**config.mk**
```make
export PLATFORM = sky130hd
export DESIGN_NAME = fixed_width_decimal_formatter_unit
export DESIGN_NICKNAME = d
export VERILOG_FILES = /design/src/rtl/fwdf_pkg.sv /design/src/rtl/fwdf_conv.sv /design/src/rtl/fwdf_emit.sv /design/src/rtl/fixed_width_decimal_formatter_unit.sv
export SDC_FILE = /design/constraint.sdc
export NUM_CORES = 1
export LEC_CHECK = 0
export ABC_AREA = 1
export BUFFER_PORTS_ARGS = -buffer_cell sky130_fd_sc_hd__buf_2
export CAP_MARGIN = 20
export CORE_MARGIN = 2
export CORE_UTILIZATION = 30
export CTS_BUF_LIST = sky130_fd_sc_hd__clkbuf_8
export CTS_CLUSTER_SIZE = 28
export DETAILED_ROUTE_END_ITERATION = 12
export PLACE_DENSITY = 0.56
export SYNTH_ARGS = -nofsm -noshare
export SYNTH_HDL_FRONTEND = slang
export SYNTH_SLANG_ARGS = --single-unit
```
**constraint.sdc**
```tcl
create_clock -name aclk -period 5.99 [get_ports aclk]
set_input_delay 0.599 -clock aclk [delete_from_list [all_inputs] [get_ports aclk]]
set_output_delay 0.599 -clock aclk [all_outputs]
set_load 0.03 [all_outputs]
```
**src/rtl/fwdf_pkg.sv**
```systemverilog
// shared types and constants for the fixed-width decimal formatter
package fwdf_pkg;

    localparam int VALUE_W       = 31;
    localparam int WIDTH_W       = 5;
    localparam int POINT_W       = 5;
    localparam int CHAR_W        = 8;
    localparam int POS_W         = 4;
    localparam int BCD_DIGITS    = 10;
    localparam int BCD_W         = 4 * BCD_DIGITS;
    localparam int MAX_WIDTH_DEF = 16;
    localparam int S_TDATA_W     = 48;
    localparam int M_TDATA_W     = 16;

    localparam logic [CHAR_W-1:0] CH_ZERO    = 8'h30;
    localparam logic [CHAR_W-1:0] CH_POINT   = 8'h2E;
    localparam logic [CHAR_W-1:0] FILL_RESET = 8'h20;

    typedef enum logic [1:0] {
        CONV_IDLE,
        CONV_RUN,
        CONV_DONE
    } conv_state_t;

    // converted value plus the field description, handed to the emitter
    typedef struct packed {
        logic [BCD_W-1:0]   bcd;
        logic [WIDTH_W-1:0] width;
        logic               has_point;
        logic [POINT_W-2:0] pd;
    } conv_result_t;

endpackage

```
**src/rtl/fwdf_conv.sv**
```systemverilog
// bit-serial binary to bcd converter (shift and add-3), one input bit per cycle
module fwdf_conv #(
    parameter int MAX_WIDTH = fwdf_pkg::MAX_WIDTH_DEF
) (
    input  logic                            aclk,
    input  logic                            aresetn,
    input  logic                            in_valid,
    output logic                            in_ready,
    input  logic [fwdf_pkg::VALUE_W-1:0]    in_value,
    input  logic [fwdf_pkg::WIDTH_W-1:0]    in_width,
    input  logic [fwdf_pkg::POINT_W-1:0]    in_point,
    output logic                            res_valid,
    input  logic                            res_ready,
    output fwdf_pkg::conv_result_t          res
);
    import fwdf_pkg::*;

    localparam int WIDTH_MAX_FIELD = (1 << WIDTH_W) - 1;
    localparam int EFF_MAX = (MAX_WIDTH > WIDTH_MAX_FIELD) ? WIDTH_MAX_FIELD : MAX_WIDTH;
    localparam logic [WIDTH_W-1:0] EFF_MAX_W = WIDTH_W'(EFF_MAX);
    localparam int CNT_W = $clog2(VALUE_W);
    localparam logic [CNT_W-1:0] CNT_LAST = CNT_W'(VALUE_W - 1);

    conv_state_t          state_reg, state_next;
    logic [VALUE_W-1:0]   bin_reg, bin_next;
    logic [BCD_W-1:0]     bcd_reg, bcd_next;
    logic [CNT_W-1:0]     cnt_reg, cnt_next;
    logic [WIDTH_W-1:0]   width_reg, width_next;
    logic                 hp_reg, hp_next;
    logic [POINT_W-2:0]   pd_reg, pd_next;

    logic [WIDTH_W-1:0]   width_sat;
    logic [BCD_W-1:0]     bcd_adj;

    assign width_sat = (in_width > EFF_MAX_W) ? EFF_MAX_W : in_width;

    // add 3 to every digit of 5 or more before the shift
    always_comb begin
        for (int i = 0; i < BCD_DIGITS; i++) begin
            if (bcd_reg[4*i +: 4] >= 4'd5) begin
                bcd_adj[4*i +: 4] = bcd_reg[4*i +: 4] + 4'd3;
            end else begin
                bcd_adj[4*i +: 4] = bcd_reg[4*i +: 4];
            end
        end
    end

    always_ff @(posedge aclk) begin
        if (!aresetn) begin
            state_reg <= CONV_IDLE;
        end else begin
            state_reg <= state_next;
        end
        bin_reg   <= bin_next;
        bcd_reg   <= bcd_next;
        cnt_reg   <= cnt_next;
        width_reg <= width_next;
        hp_reg    <= hp_next;
        pd_reg    <= pd_next;
    end

    always_comb begin
        state_next = state_reg;
        bin_next   = bin_reg;
        bcd_next   = bcd_reg;
        cnt_next   = cnt_reg;
        width_next = width_reg;
        hp_next    = hp_reg;
        pd_next    = pd_reg;
        in_ready   = 1'b0;
        res_valid  = 1'b0;
        unique case (state_reg)
            CONV_IDLE: begin
                in_ready = 1'b1;
                if (in_valid) begin
                    bin_next   = in_value;
                    bcd_next   = '0;
                    cnt_next   = CNT_LAST;
                    width_next = width_sat;
                    hp_next    = ~in_point[POINT_W-1];
                    pd_next    = in_point[POINT_W-2:0];
                    // a zero-width field produces nothing
                    if (width_sat != '0) begin
                        state_next = CONV_RUN;
                    end
                end
            end
            CONV_RUN: begin
                bcd_next = {bcd_adj[BCD_W-2:0], bin_reg[VALUE_W-1]};
                bin_next = {bin_reg[VALUE_W-2:0], 1'b0};
                cnt_next = cnt_reg - 1'b1;
                if (cnt_reg == '0) begin
                    state_next = CONV_DONE;
                end
            end
            CONV_DONE: begin
                res_valid = 1'b1;
                if (res_ready) begin
                    state_next = CONV_IDLE;
                end
            end
            default: state_next = CONV_IDLE;
        endcase
    end

    assign res.bcd       = bcd_reg;
    assign res.width     = width_reg;
    assign res.has_point = hp_reg;
    assign res.pd        = pd_reg;

endmodule

```
**src/rtl/fwdf_emit.sv**
```systemverilog
// character emitter: shifts one bcd digit out per digit character, rightmost first
module fwdf_emit (
    input  logic                            aclk,
    input  logic                            aresetn,
    input  logic [fwdf_pkg::CHAR_W-1:0]     fill_char,
    input  logic                            res_valid,
    output logic                            res_ready,
    input  fwdf_pkg::conv_result_t          res,
    output logic                            m_tvalid,
    input  logic                            m_tready,
    output logic [fwdf_pkg::M_TDATA_W-1:0]  m_tdata,
    output logic                            m_tlast
);
    import fwdf_pkg::*;

    logic                  busy_reg, busy_next;
    logic                  tvalid_reg, tvalid_next;
    logic [BCD_W-1:0]      bcd_reg, bcd_next;
    logic [WIDTH_W-1:0]    k_reg, k_next;
    logic [WIDTH_W-1:0]    w_reg, w_next;
    logic                  hp_reg, hp_next;
    logic [POINT_W-2:0]    pd_reg, pd_next;
    logic [M_TDATA_W-1:0]  tdata_reg, tdata_next;
    logic                  tlast_reg, tlast_next;

    logic                  advance;
    logic                  at_point;
    logic                  lead_digit;
    logic [WIDTH_W-1:0]    w_last;
    logic [WIDTH_W-1:0]    pos_full;
    logic [CHAR_W-1:0]     ch;
    logic                  take_digit;

    assign res_ready  = ~busy_reg;
    assign advance    = busy_reg && (!tvalid_reg || m_tready);
    assign at_point   = hp_reg && (k_reg == {1'b0, pd_reg});
    assign lead_digit = hp_reg && (k_reg < {1'b0, pd_reg});
    assign w_last     = w_reg - 1'b1;
    assign pos_full   = w_last - k_reg;
    assign take_digit = !at_point && ((|bcd_reg) || lead_digit);

    always_comb begin
        if (at_point) begin
            ch = CH_POINT;
        end else if (take_digit) begin
            ch = CH_ZERO | {4'b0, bcd_reg[3:0]};
        end else begin
            ch = fill_char;
        end
    end

    always_ff @(posedge aclk) begin
        if (!aresetn) begin
            busy_reg   <= 1'b0;
            tvalid_reg <= 1'b0;
        end else begin
            busy_reg   <= busy_next;
            tvalid_reg <= tvalid_next;
        end
        bcd_reg   <= bcd_next;
        k_reg     <= k_next;
        w_reg     <= w_next;
        hp_reg    <= hp_next;
        pd_reg    <= pd_next;
        tdata_reg <= tdata_next;
        tlast_reg <= tlast_next;
    end

    always_comb begin
        busy_next   = busy_reg;
        tvalid_next = tvalid_reg;
        bcd_next    = bcd_reg;
        k_next      = k_reg;
        w_next      = w_reg;
        hp_next     = hp_reg;
        pd_next     = pd_reg;
        tdata_next  = tdata_reg;
        tlast_next  = tlast_reg;

        if (tvalid_reg && m_tready) begin
            tvalid_next = 1'b0;
        end

        if (advance) begin
            tvalid_next = 1'b1;
            tdata_next  = {{(M_TDATA_W - POS_W - CHAR_W){1'b0}}, pos_full[POS_W-1:0], ch};
            tlast_next  = (k_reg == w_last);
            k_next      = k_reg + 1'b1;
            if (take_digit) begin
                bcd_next = {4'b0, bcd_reg[BCD_W-1:4]};
            end
            if (k_reg == w_last) begin
                busy_next = 1'b0;
            end
        end else if (!busy_reg && res_valid) begin
            busy_next = 1'b1;
            bcd_next  = res.bcd;
            k_next    = '0;
            w_next    = res.width;
            hp_next   = res.has_point;
            pd_next   = res.pd;
        end
    end

    assign m_tvalid = tvalid_reg;
    assign m_tdata  = tdata_reg;
    assign m_tlast  = tlast_reg;

endmodule

```
**src/rtl/fixed_width_decimal_formatter_unit.sv**
```systemverilog
// top level of the fixed-width decimal formatter
// Formats a 31-bit unsigned value as the ASCII characters of a field of 1 to
// MAX_WIDTH positions (wider requests are cut to MAX_WIDTH, zero width gives
// nothing). Characters leave rightmost position first, one transfer each,
// with the field position in tdata and tlast on position 0. A decimal point
// sits point_digits positions from the right (negative means no point, a
// value at or beyond the width means none either); positions right of the
// point are always digits, positions left of it are digits while value
// remains and then the fill character, and digits that do not fit are lost.
// The fill character comes from a single write-only register, space after
// reset, to be written only while the block is idle.
// Timing: the value is first turned into ten bcd digits by a shift-and-add-3
// converter that takes one input bit per cycle. Characters then go out at
// one per cycle from the output register while the sink does not stall, and
// conversion of the next item runs while the previous field goes out.
module fixed_width_decimal_formatter_unit #(
    parameter int MAX_WIDTH = fwdf_pkg::MAX_WIDTH_DEF
) (
    input  logic                            aclk,
    input  logic                            aresetn,
    // fill character register
    input  logic                            cfg_we,
    input  logic [fwdf_pkg::CHAR_W-1:0]     cfg_wdata,
    // input channel
    input  logic                            s_tvalid,
    output logic                            s_tready,
    // [30:0] value, [35:31] width, [40:36] point_digits, [47:41] zero
    input  logic [fwdf_pkg::S_TDATA_W-1:0]  s_tdata,
    // result channel
    output logic                            m_tvalid,
    input  logic                            m_tready,
    // [7:0] char_code, [11:8] position, [15:12] zero
    output logic [fwdf_pkg::M_TDATA_W-1:0]  m_tdata,
    output logic                            m_tlast
);
    import fwdf_pkg::*;

    logic [CHAR_W-1:0] fill_reg, fill_next;

    // converter to emitter handoff
    logic         res_valid;
    logic         res_ready;
    conv_result_t res;

    // fill character register, to be written only while idle; not enforced
    always_comb begin
        fill_next = fill_reg;
        if (cfg_we) begin
            fill_next = cfg_wdata;
        end
    end

    always_ff @(posedge aclk) begin
        if (!aresetn) begin
            fill_reg <= FILL_RESET;
        end else begin
            fill_reg <= fill_next;
        end
    end

    // binary to bcd, one bit per cycle
    fwdf_conv #(
        .MAX_WIDTH (MAX_WIDTH)
    ) u_conv (
        .aclk      (aclk),
        .aresetn   (aresetn),
        .in_valid  (s_tvalid),
        .in_ready  (s_tready),
        .in_value  (s_tdata[VALUE_W-1:0]),
        .in_width  (s_tdata[VALUE_W +: WIDTH_W]),
        .in_point  (s_tdata[VALUE_W + WIDTH_W +: POINT_W]),
        .res_valid (res_valid),
        .res_ready (res_ready),
        .res       (res)
    );

    // one character per cycle into the output register when not stalled
    fwdf_emit u_emit (
        .aclk      (aclk),
        .aresetn   (aresetn),
        .fill_char (fill_reg),
        .res_valid (res_valid),
        .res_ready (res_ready),
        .res       (res),
        .m_tvalid  (m_tvalid),
        .m_tready  (m_tready),
        .m_tdata   (m_tdata),
        .m_tlast   (m_tlast)
    );

endmodule
```
Yosys cells after proc, flatten, opt, wreduce, memory -nomap -nowiden
Index checks and enable logic that the tools add are counted.
Storage, ports and cells
  register bits after elaboration: 166
  output and inout port bits: 19
  word-level logic and storage cells: 117
  input bits: 61
Cells by class
  add/sub/neg operators: 14
  reductions and logical operators: 25
  equal/unequal tests: 10
  $lt $le $gt $ge: 12
  bitwise logic cells: 2
  muxes and demuxes: 35
Operator list (number)
  40-bit 2-to-1 mux: 4
  40-bit case mux with 2 select lines: 1
  31-bit case mux with 2 select lines: 1
  4-bit by 3-bit greater-or-equal comparator with 1-bit output, second input constant: 10
  40-bit OR reduction: 1
  4-bit by 2-bit adder with 4-bit output, second input constant: 9
  4-bit 2-to-1 mux: 9
  31-bit 2-to-1 mux: 1
  5-bit 2-to-1 mux: 5
  5-bit case mux with 2 select lines: 1
  2-bit AND reduction: 5
  5-bit by 1-bit subtractor with 5-bit output, second input constant: 2
  2-bit 2-to-1 mux: 4
  2-bit != test, second input constant: 4
  1-bit 2-to-1 mux: 7
  1-bit logical AND: 6
  2-bit case mux with 3 select lines: 1
  2-bit nonzero test: 3
  5-bit by 1-bit adder with 5-bit output, second input constant: 1
  5-bit by 4-bit == test with 1-bit output: 1
  5-bit == test: 1
  5-bit greater-than comparator, second input constant: 1
  5-bit logical NOT: 1
  5-bit by 4-bit less-than comparator with 1-bit output: 1
  13 further kinds: 18

Depth between registers and ports, before layout
  word-level depth: 6
  gate-level depth with buffers: 11
  depth with buffers taken out: 11

Modules after synthesis
A second synthesis with hierarchy kept.
Second synthesis, totals
  cells, all modules: 919
  area, all modules: 8345.5 µm²
Modules (own cells, without submodules)
  fwdf_conv: area an instance 4613.2 µm², cells each 514, instances 1, sequential area each 2622.5 µm²
  fwdf_emit: area an instance 3392.0 µm², cells each 355, instances 1, sequential area each 2082.0 µm²
  fixed_width_decimal_formatter_unit: area an instance 340.3 µm², cells each 50, instances 1, sequential area each 160.2 µm²

Worst setup path after synthesis
OpenSTA, ideal clock, no wires.
  path type: input to register
  start: input port s_tvalid
  end: register u_conv.bcd_reg[0] (enable)
  stages on the path: 2
  data required time: 5.454 ns
  library setup time: 0.536 ns
  path buffers: 0
  arrival: 4.344 ns
  path slack: 1.111 ns
  path through: inv_1 -> a21oi_1
On the way
  word-level cells in the longest chain between the ends: 2
RTL lines
  start: declaration: RTL line fixed_width_decimal_formatter_unit.sv:25  | input logic s_tvalid,
  2-bit != test (no source line)
  2-bit AND reduction (no source line)
  end signal: assignment: RTL line fwdf_conv.sv:55  | bcd_reg <= bcd_next;
  end: declaration: RTL line fwdf_conv.sv:26  | logic [BCD_W-1:0] bcd_reg, bcd_next;
No other way between the ends.
A chain may end at the register's enable or synchronous reset.

Worst setup path after layout
  start: register u_emit.tvalid_reg, in the netlist u_emit.m_tvalid
  end: register u_emit.bcd_reg[35] (enable)
On the way
  word-level cells in the longest chain between the ends: 5
  elaborated cells between the ends (all ways): 6
  those cells by class: 1 x eq/ne; 5 x reduce/logical
RTL lines
  start: declaration: RTL line fwdf_emit.sv:17  | logic tvalid_reg, tvalid_next;
  start signal: assignment: RTL line fwdf_emit.sv:58  | tvalid_reg <= tvalid_next;
  1-bit logical NOT (*): RTL line fwdf_emit.sv:35  | assign advance = busy_reg && (!tvalid_reg || m_tready);
  1-bit logical OR (*): RTL line fwdf_emit.sv:35
  1-bit logical AND (*): RTL line fwdf_emit.sv:35
  2-bit != test (no source line) or 2-bit nonzero test (tied branches)
  2-bit AND reduction (no source line) (*)
  end signal: assignment: RTL line fwdf_emit.sv:60  | bcd_reg <= bcd_next;
  end: declaration: RTL line fwdf_emit.sv:18  | logic [BCD_W-1:0] bcd_reg, bcd_next;
Mark *: on every way between the ends. The rest lies on a longest branch, timed or not.

==> metrics.md <==
| Metric | Value |
|---|---|
| Vias per cell | `4.35` |
| CTS HTree Levels | `4` |
| Reg-to-Reg Start | `u_emit.m_tvalid` |
| Routed WL | `14.1 mm` |
| Reg area | `4860 µm²` |
| Final min period | `2.57 ns` |
| Ports | `80` |
| Area of the multi-input gates | `2500 µm²` |
| Antenna violations before repair | `0` |
| Design area | `9010 µm²` |
| Maximum VDD drop | `129 µV` |
| Layout cells sized above 1 | `0.128` |
| Root Buffer | `clkbuf_8` |
| Worst Max-Slew Pin Slew | `1.01 ns` |
| First-pass GRT wire length | `23.8 mm` |
| Die H | `166 µm` |
| Worst EP required | `6.08 ns` |
| Fin Hold WS | `0.328 ns` |
| Reg clk slew, reported paths | `0.09 ns` |
| PwrDens | `373 nW/µm²` |
| Fin util | `0.348` |
| Area growth syn-to-layout | `14.4%` |
| RSZ-0062 raised after global routing | `false` |
| Tot GR Track Use | `0.105` |
| Via count of the first global-routing pass | `5,032` |
| Dpl cell area | `8560 µm²` |
| Routability cong. | `0.713` |
| Leak | `3.71 nW` |
| Syn Area/Cell | `9.90 µm²` |
| Synth warnings | `0` |
| CORE AREA | `25,900 µm²` |
| Flops & latches, synth | `166` |
| CTS tree | `done` |
| Max-cap violation count | `0` |
| Clock skew | `0.0139 ns` |
| # setup viols final | `0` |
| Worst hold path endpoint | `u_conv.pd_reg[2]` |
| Max clock buf depth | `2` |
| Die W | `166 µm` |
| Total gr overflow | `0` |
| Count of cell types in the netlist | `29` |
| CP Class | `reg -> reg` |
| Max_slew headroom | `0.323` |
| Crit end category | `flop` |
| Final hold vios | `0` |
| Crit-path max FO | `84` |
| Share of the clock period used by the worst path | `0.428` |
| Critical Path Start Type | `flop` |
| Die Area | `27,500 µm²` |
| Final nets | `957` |
| Sequential share of the synthesized area | `0.618` |
| Post-CTS sizing | `0` |
| RR Endpoint | `u_emit.bcd_reg[35]` |
| Largest net degree at the start of global routing | `85` |
| Diodes inserted | `0` |
| Final ANT Viol Nets | `0` |
| Post-CTS Setup Bufs | `0` |
| Post-DR wirelength/cell | `11.6 µm` |
| R2R Setup Slk | `3.42 ns` |
| Final setup TNS | `0 ns` |
| Worst-skew pair later-pin latency | `0.45 ns` |
| Final max-slew violation count | `0` |
| DP Wirelength | `9.16 mm` |
| Starting Density | `0.304` |
| Critical Path AT | `2.65 ns` |
| Hold Buf Count CTS | `0` |
| Hold WC Path Type | `in -> reg` |
| Num CTS Buffers | `17` |
| Pre-Repair DR Iteration Count | `5` |
| DRT iter0 DRCs | `306` |
| Layout fillers | `2,622` |
| Cell area after synthesis | `7870 µm²` |
| Hold Path Cell Cnt | `1` |
| Worst R2R Path Depth | `7` |
| Worst hold start | `s_tdata[38]` |
| Port Buffers | `68` |
| # clock sinks | `166` |
| Std-Cell Rows | `59` |
| Status | `finished clean` |
| Via count | `5,274` |
| Post-Synthesis Cells | `795` |
| Fmax | `0.390 GHz` |
| Drt drc | `0` |
==> cell usage after synthesis <==
library cell,instances,share of area
conb_1,1,0.00048
inv_1,102,0.049
o21ai_0,73,0.046
a31oi_4,1,0.0027
dfxtp_1,12,0.031
a211oi_1,4,0.0038
and2_1,1,0.00080
ha_1,31,0.049
xnor2_1,5,0.0056
edfxtp_1,154,0.59
fa_1,1,0.0025
nand2_1,197,0.094
inv_2,2,0.00095
or2_4,1,0.0011
or4_1,1,0.00095
a221oi_1,2,0.0022
nor3_1,13,0.0083
buf_2,10,0.0064
buf_6,1,0.0014
xor2_1,7,0.0078
o31ai_1,1,0.00095
nand3_1,13,0.0083
nand4_1,7,0.0056
nor2_1,94,0.045
clkinv_1,1,0.00048
clkbuf_1,11,0.0052
a211oi_2,1,0.0016
a21oi_1,44,0.028
buf_4,4,0.0038
==> power by group <==
| part | switching, mW | internal [mW] |
|---|---|---|
| Sequential | 0.124 | 1.61 |
| Clock | 0.443 | 0.466 |
| Combinational | 0.495 | 0.225 |
| Total | 1.06 | 2.30 |
==> final cells by class <==
cell class                      instances  area share
Clock buffer                           17      0.0260
Clock inverter                         15      0.0240
Inverter                              105      0.0438
Multi-Input combinational cell        501       0.278
Sequential cell                       166       0.540
Tap cell                              335      0.0465
Timing Repair Buffer                   73      0.0419
==> kinds of logic (layout without fill, tap and decap cells) <==
family / after synthesis / count (layout) / synth area share
AO/OA/AOI/OAI: 126 / 126 / 0.0857
XOR/XNOR: 12 / 12 / 0.0134
adder cells (fa/ha/maj): 32 / 32 / 0.0518
buffers and inverters: 131 / 210 / 0.0669
flip-flops: 166 / 166 / 0.618
other: 1 / 4 / 0.000476
AND/OR/NAND/NOR: 327 / 327 / 0.164
==> cells in the final DEF (no fill, tap or decap), drive strengths merged, types with 2 or more instances in the layout <==
master / synthesis / routed
inv: 104 / 111
a221oi: 2 / 2
a211oi: 5 / 5
nand2: 197 / 197
nand3: 13 / 13
ha: 31 / 31
xnor2: 5 / 5
bufinv: 0 / 4
xor2: 7 / 7
o21ai: 73 / 73
dfxtp: 12 / 12
clkbuf: 11 / 17
clkinv: 1 / 3
a21oi: 44 / 44
clkinvlp: 0 / 2
nor2: 94 / 94
nand4: 7 / 7
buf: 15 / 73
nor3: 13 / 13
edfxtp: 154 / 154
conb: 1 / 4
==> worst max-delay path, stage by stage, from the launching register on <==
cell and delay [ns]:
dfxtp_1 0.32, nand2_1 0.08, nand2_1 0.33, inv_2 0.13, buf_4 0.62, nand3_1 0.15
nand2_1 0.09, buf_4 0.44
==> per-stage QoR <==
stage	worst slack (ns)	power, mW	std cells
final	3.42	3.36	1212
after global routing	3.21	3.59	1212
after CTS	3.37	3.41	1212
after detailed placement	3.01	2.49	1180
after global placement	3.00	2.47	1180
after floorplan	1.11	2.29	798
==> metal layers <==
metal / track usage / share of wire
met1: 0.145 / 0.51
met2: 0.162 / 0.43
met5: 0 / 0
met3: 0.0276 / 0.045
met4: 0.0352 / 0.011
==> worst max-delay path by stage <==
stage          cells after the start       startpoint  slack, ns            endpoint
2_1_floorplan                      2         s_tvalid       1.11   u_conv.bcd_reg[0]
3_3_place_gp                       9         m_tready       3.00  u_emit.bcd_reg[37]
3_5_place_dp                       9         m_tready       3.01  u_emit.bcd_reg[31]
4_1_cts                            7  u_emit.m_tvalid       3.37  u_emit.bcd_reg[30]
5_1_grt                            7  u_emit.m_tvalid       3.21  u_emit.bcd_reg[30]
6_report                           7  u_emit.m_tvalid       3.42  u_emit.bcd_reg[35]
Note: power is estimated with default switching activity, not from simulation.
